File: src/sv/cmysed_pkg.sv
package cmysed_pkg;

  // Image and error geometry
  localparam int MAX_WIDTH  = 1024;
  localparam int CHANNELS   = 3;
  localparam int ERROR_BITS = 12;

  localparam int COL_W      = $clog2(MAX_WIDTH);
  localparam int BANK_DEPTH = MAX_WIDTH / 2;
  localparam int BANK_AW    = COL_W - 1;
  localparam int ERR_W      = ERROR_BITS;
  localparam int VAL_W      = ERROR_BITS + 2;
  localparam int PROD_W     = VAL_W + 3;
  localparam int LINE_W     = CHANNELS * ERR_W;
  localparam int PIX_W      = 8;

  // Configuration port
  localparam int CFG_IDX_W  = 2;
  localparam int CFG_DATA_W = 11;
  localparam int IMG_W_W    = 11;
  localparam int THR_W      = 8;

  typedef enum logic [CFG_IDX_W-1:0] {
    CFG_IMAGE_WIDTH = 2'd0,
    CFG_THRESHOLD   = 2'd1,
    CFG_SERPENTINE  = 2'd2
  } cfg_idx_t;

  localparam logic [IMG_W_W-1:0] IMAGE_WIDTH_RST = IMG_W_W'(512);
  localparam logic [THR_W-1:0]   THRESHOLD_RST   = THR_W'(128);
  localparam logic               SERPENTINE_RST  = 1'b1;

  localparam logic signed [VAL_W-1:0] FULL_SCALE = VAL_W'(255);

  // Per-pixel control seen by every channel slice
  typedef struct packed {
    logic fire;
    logic frame_start;
    logic first_row;
    logic last;
  } chan_ctl_t;

  // Divide by 16, truncating toward zero
  function automatic logic signed [VAL_W-1:0] div16(input logic signed [PROD_W-1:0] p);
    logic signed [PROD_W-1:0] adj;
    adj = p[PROD_W-1] ? (p + PROD_W'(15)) : p;
    return VAL_W'(adj >>> 4);
  endfunction

  // Saturate to a signed ERR_W-bit error
  function automatic logic signed [ERR_W-1:0] sat_err(input logic signed [VAL_W:0] v);
    logic signed [VAL_W:0] hi;
    logic signed [VAL_W:0] lo;
    hi = (VAL_W+1)'((2 ** (ERR_W - 1)) - 1);
    lo = -hi - (VAL_W+1)'(1);
    if (v > hi) begin
      return ERR_W'(hi);
    end else if (v < lo) begin
      return ERR_W'(lo);
    end
    return ERR_W'(v);
  endfunction

endpackage

File: src/sv/cmysed_chan.sv
module cmysed_chan (
  input  logic                                  clk,
  input  logic                                  rst_n,
  input  cmysed_pkg::chan_ctl_t                 ctl,
  input  logic [cmysed_pkg::PIX_W-1:0]          pix,
  input  logic signed [cmysed_pkg::ERR_W-1:0]   below_raw,
  input  logic [cmysed_pkg::THR_W-1:0]          thr,
  output logic                                  pix_on,
  output logic signed [cmysed_pkg::ERR_W-1:0]   back_err,
  output logic signed [cmysed_pkg::ERR_W-1:0]   x_err
);

  logic signed [cmysed_pkg::ERR_W-1:0]  ahead_r, ahead_nxt;
  logic signed [cmysed_pkg::ERR_W-1:0]  pend_r, pend_nxt;
  logic signed [cmysed_pkg::ERR_W-1:0]  corner_r, corner_nxt;
  logic signed [cmysed_pkg::ERR_W-1:0]  ahead_use, pend_use, corner_use, below_use;
  logic signed [cmysed_pkg::VAL_W-1:0]  cmy, val, err;
  logic                                 quant;
  logic signed [cmysed_pkg::PROD_W-1:0] ee, p7, p3, p5;
  logic signed [cmysed_pkg::VAL_W-1:0]  s7, s3, s5, s1;

  // A frame start drops whatever the row registers carried
  assign ahead_use  = ctl.frame_start ? '0 : ahead_r;
  assign pend_use   = ctl.frame_start ? '0 : pend_r;
  assign corner_use = ctl.frame_start ? '0 : corner_r;
  assign below_use  = ctl.first_row ? '0 : below_raw;

  // Invert the 8-bit component before widening so the upper bits stay zero
  assign cmy   = $signed({{(cmysed_pkg::VAL_W - cmysed_pkg::PIX_W){1'b0}}, ~pix});
  assign val   = cmy + cmysed_pkg::VAL_W'(below_use) + cmysed_pkg::VAL_W'(ahead_use);
  assign quant = val >= $signed(cmysed_pkg::VAL_W'(thr));
  assign err   = quant ? (val - cmysed_pkg::FULL_SCALE) : val;

  assign ee = cmysed_pkg::PROD_W'(err);
  assign p7 = (ee <<< 3) - ee;
  assign p3 = (ee <<< 1) + ee;
  assign p5 = (ee <<< 2) + ee;

  assign s7 = cmysed_pkg::div16(p7);
  assign s3 = cmysed_pkg::div16(p3);
  assign s5 = cmysed_pkg::div16(p5);
  assign s1 = cmysed_pkg::div16(ee);

  assign ahead_nxt  = cmysed_pkg::sat_err((cmysed_pkg::VAL_W+1)'(s7));
  assign pend_nxt   = cmysed_pkg::sat_err((cmysed_pkg::VAL_W+1)'(corner_use)
                                          + (cmysed_pkg::VAL_W+1)'(s5));
  assign corner_nxt = cmysed_pkg::sat_err((cmysed_pkg::VAL_W+1)'(s1));

  assign back_err = cmysed_pkg::sat_err((cmysed_pkg::VAL_W+1)'(pend_use)
                                        + (cmysed_pkg::VAL_W+1)'(s3));
  assign x_err    = pend_nxt;
  assign pix_on   = ~quant;

  always_ff @(posedge clk) begin
    if (!rst_n) begin
      ahead_r  <= '0;
      pend_r   <= '0;
      corner_r <= '0;
    end else if (ctl.fire) begin
      if (ctl.last) begin
        ahead_r  <= '0;
        pend_r   <= '0;
        corner_r <= '0;
      end else begin
        ahead_r  <= ahead_nxt;
        pend_r   <= pend_nxt;
        corner_r <= corner_nxt;
      end
    end
  end

endmodule
File: config.mk
export PLATFORM = sky130hd
export DESIGN_NAME = cmysed_chan
export DESIGN_NICKNAME = d
export VERILOG_FILES = /design/src/sv/cmysed_pkg.sv /design/src/sv/cmysed_chan.sv
export SDC_FILE = /design/constraint.sdc
export NUM_CORES = 1
export LEC_CHECK = 0
export BUFFER_PORTS_ARGS = -buffer_cell sky130_fd_sc_hd__buf_2
export CORE_MARGIN = 3
export CORE_UTILIZATION = 30
export CTS_CLUSTER_DIAMETER = 50
export DETAILED_ROUTE_END_ITERATION = 10
export GPL_ROUTABILITY_DRIVEN = 0
export HOLD_SLACK_MARGIN = 0.02
export PLACE_DENSITY = 0.5
export SLEW_MARGIN = 25
export SYNTH_ARGS = -nofsm -noshare
export SYNTH_HDL_FRONTEND = slang
export SYNTH_SLANG_ARGS = --single-unit
File: constraint.sdc
create_clock -name clk -period 11.1 [get_ports clk]
set_clock_uncertainty 0.05 [all_clocks]
set_input_delay 1.11 -clock clk [delete_from_list [all_inputs] [get_ports clk]]
set_output_delay 1.11 -clock clk [all_outputs]
set_load 0.01 [all_outputs]
==> impl_metrics.py <==
metrics = {
    "synth": {
        "synth-warning-count": 0,
        "synth_cell_types": 89,
        "synth_top_flop_cell": "dfxtp_1",
        "yosysTopAreaCell": "ha_1",
        "synth_top_cell_area_share_pct": 13.2,
        "synthCells": 1035,
        "async_flop_share_pct": 0,
        "synth_nets": 1160,
        "synth-seq-cells": 35,
        "synthTopCellsByArea": "ha_1, dfxtp_1, xnor2_1",
        "synth_seq_area_share_pct": 9.36,
        "syn-cell-area_um2": 7490,
        "synth_edf_count": 0,
        "synth_area_per_cell_um2": 7.23,
    },
    "critical_path": {
        "path_buf_inv": 6,
        "cp_max_fo": 11,
        "worstRegToRegCells": 43,
        "crit_path_max_incr_delay_ps": 540,
        "critPathTopFamily": "compound AO/OA/AOI/OAI gates",
        "crit_type": "in -> out",
        "rr_startpoint": "ahead_r[2]$_SDFFE_PN0P_",
        "worstPathArrival_ps": 9410,
        "crit_slowest_cell": "fa_1",
        "start_kind": "input port",
        "end_kind": "output pin",
        "rrSetupSlack_ps": 2280,
        "r2r-end": "pend_r[1]$_SDFFE_PN0P_",
        "crit_required_ps": 9940,
    },
    "drt": {
        "vias": 7457,
        "drc": 0,
        "wirelength_um": 22400,
        "avgViaCountPerCell": 5.23,
        "wl_per_cell_um": 15.7,
        "antenna_left": 0,
        "dr.pass1.iters": 5,
        "dr.first_iter.drc_count": 501,
    },
    "clock_network": {
        "clock-sinks": 35,
        "clockBufferDepth": 2,
        "insertion_delay_ps": 290,
        "cts_htree_levels": 2,
        "cts-root-buf": "clkbuf_16",
        "cts_hold_buf": 0,
        "cts_tree": "done",
        "cts_buffers": 5,
        "clk_pin_slew_ps": 60,
    },
    "global_route": {
        "grt_pass1_wl_um": 36400,
        "grt_max_degree": 30,
        "antenna_found_initial": 0,
        "first_global_vias": 7006,
        "grt-ovfl-total": 0,
        "grtUsageTotal_pct": 16.5,
    },
    "floorplan": {
        "initial_core_util_pct": 30.7,
        "core_um2": 24400,
        "die-area_um2": 26900,
        "floorplan.rows": 57,
        "die_y_um": 164,
        "fp.dieW_um": 164,
        "io_pins": 59,
    },
    "sta": {
        "setup_ws_ps": 533,
        "setup_viol_count_final": 0,
        "worst_pin_slew_ps": 867,
        "report.final.slew_viol_count": 0,
        "fin_crit_sh_pct": 95.2,
        "hold_viol_final": 0,
        "fmax_ghz": 0.0946,
        "min_period_ps": 10570,
        "whs_ps": 424,
        "maxSlewHeadroom_pct": 42.2,
    },
    "job": {
        "drv_cap": 0,
    },
    "layout": {
        "regArea_um2": 701,
        "area_growth_pct": 15.2,
        "layout_commonest_cell": "nor2_1",
        "stdcell_count": 1427,
        "fillers": 2674,
        "drive_above_1_share_pct": 15.6,
        "multiInputGateArea_um2": 6470,
        "final_cell_mix": "nor2_1, inv_1, ha_1, xnor2_1, nand2_1",
        "final_nets": 1227,
        "antennaDiodeCount": 0,
    },
    "placed_design": {
        "dp_hpwl_um": 17900,
        "place_inst": 1407,
        "dp_slack_ps": -16.7,
        "port_buffers": 58,
    },
    "worst_hold_path": {
        "holdPathStages": 2,
        "min_delay_worst_endpoint": "corner_r[9]$_SDFFE_PN0P_",
        "hold_start": "corner_r[9]$_SDFFE_PN0P_",
        "hold_class": "reg -> reg",
    },
    "status": {
        "status": "finished clean",
    },
}
state kept, by name, summed over array words and instances, names as in the netlist:
| name | cells |
|---|---|
| ahead_r | 12 |
| corner_r | 11 |
| pend_r | 12 |
Yosys cell counts, drive strengths merged, types with 5 or more instances:
library cell and count:
nand3b 5, dfxtp 35, or2 6, nor3 19
nor2 109, nor3b 5, a31oi 16, o31ai 5
a221o 11, nand2 65, nor4 7, mux2i 5
nand2b 30, a21boi 7, a211oi 12, o22ai 21
xor2 31, nand4 11, and3 18, xnor2 81
o211ai 16, o21ai 43, o21a 11, buf 11
a21oi 61, and2 35, a21o 33, nand3 27
nor2b 20, fa 12, inv 88, o21bai 7
or3 7, clkbuf 26, ha 79
per-stage QoR:
| stage | cell area (µm²) | utilization (%) | TNS [ps] |
|---|---|---|---|
| after global routing | 8620 | 35.4 | -22.7 |
| after detailed placement | 8230 | 33.7 | -99.9 |
| after CTS | 8370 | 34.3 | 0 |
| after floorplan | 7490 | - | 0 |
| after global placement | 8230 | 33.7 | 0 |
| final | 8620 | 35.4 | 0 |
layer usage:
| layer | up-vias | global-route usage (%) | wire [µm] |
|---|---|---|---|
| met5 | - | 0 | 0 |
| met4 | 0 | 2.35 | 168 |
| met3 | 9 | 1.06 | 707 |
| met2 | 137 | 26.3 | 9890 |
| met1 | 3491 | 25.0 | 11700 |
| li1 | 3820 | - | - |
final cells by class:
type	count	share of cell area, %
clock buffer	6	1.49
tap	324	4.70
clock inverter	2	0.145
multi-input combinational	875	75.0
sequential	35	8.13
timing repair buffer	95	6.59
inverter	90	3.95
timing repair:
item,CTS,global route
gates cloned,0,2
setup endpoints to repair,11,23
pin swaps,0,15
endpoints found under the hold margin,0,0
buffers inserted,0,10
gates resized for setup,1,38
kinds of logic after synthesis:
logic type,share of synthesized area (%)
XOR/XNOR,13.3
flip-flops,9.36
AO/OA/AOI/OAI,26.7
multiplexers,1.32
AND/OR/NAND/NOR,25.9
buffers and inverters,6.59
adder cells (fa/ha/maj),16.8
worst reg2reg max path, delay by kind of cell (launching register included):
| family | cells | cell delay [ps] |
|---|---|---|
| compound gates | 18 | 3520 |
| xor+xnor | 4 | 710 |
| fa+ha+maj | 5 | 1760 |
| buf+inv | 4 | 400 |
| simple gates | 12 | 1880 |
| flops | 1 | 400 |
worst max path at each step:
stage,from,to,cells after the start
finish,ctl[2],x_err[9],44
global route,ctl[2],back_err[1],44
CTS,ctl[2],x_err[7],41
detailed placement,ctl[2],back_err[1],41
global placement,ctl[2],x_err[10],41
floorplan,ctl[2],back_err[10],42
Power is not shown: default switching activity piles up to over one toggle a cycle in this logic, so the estimate is an artifact.
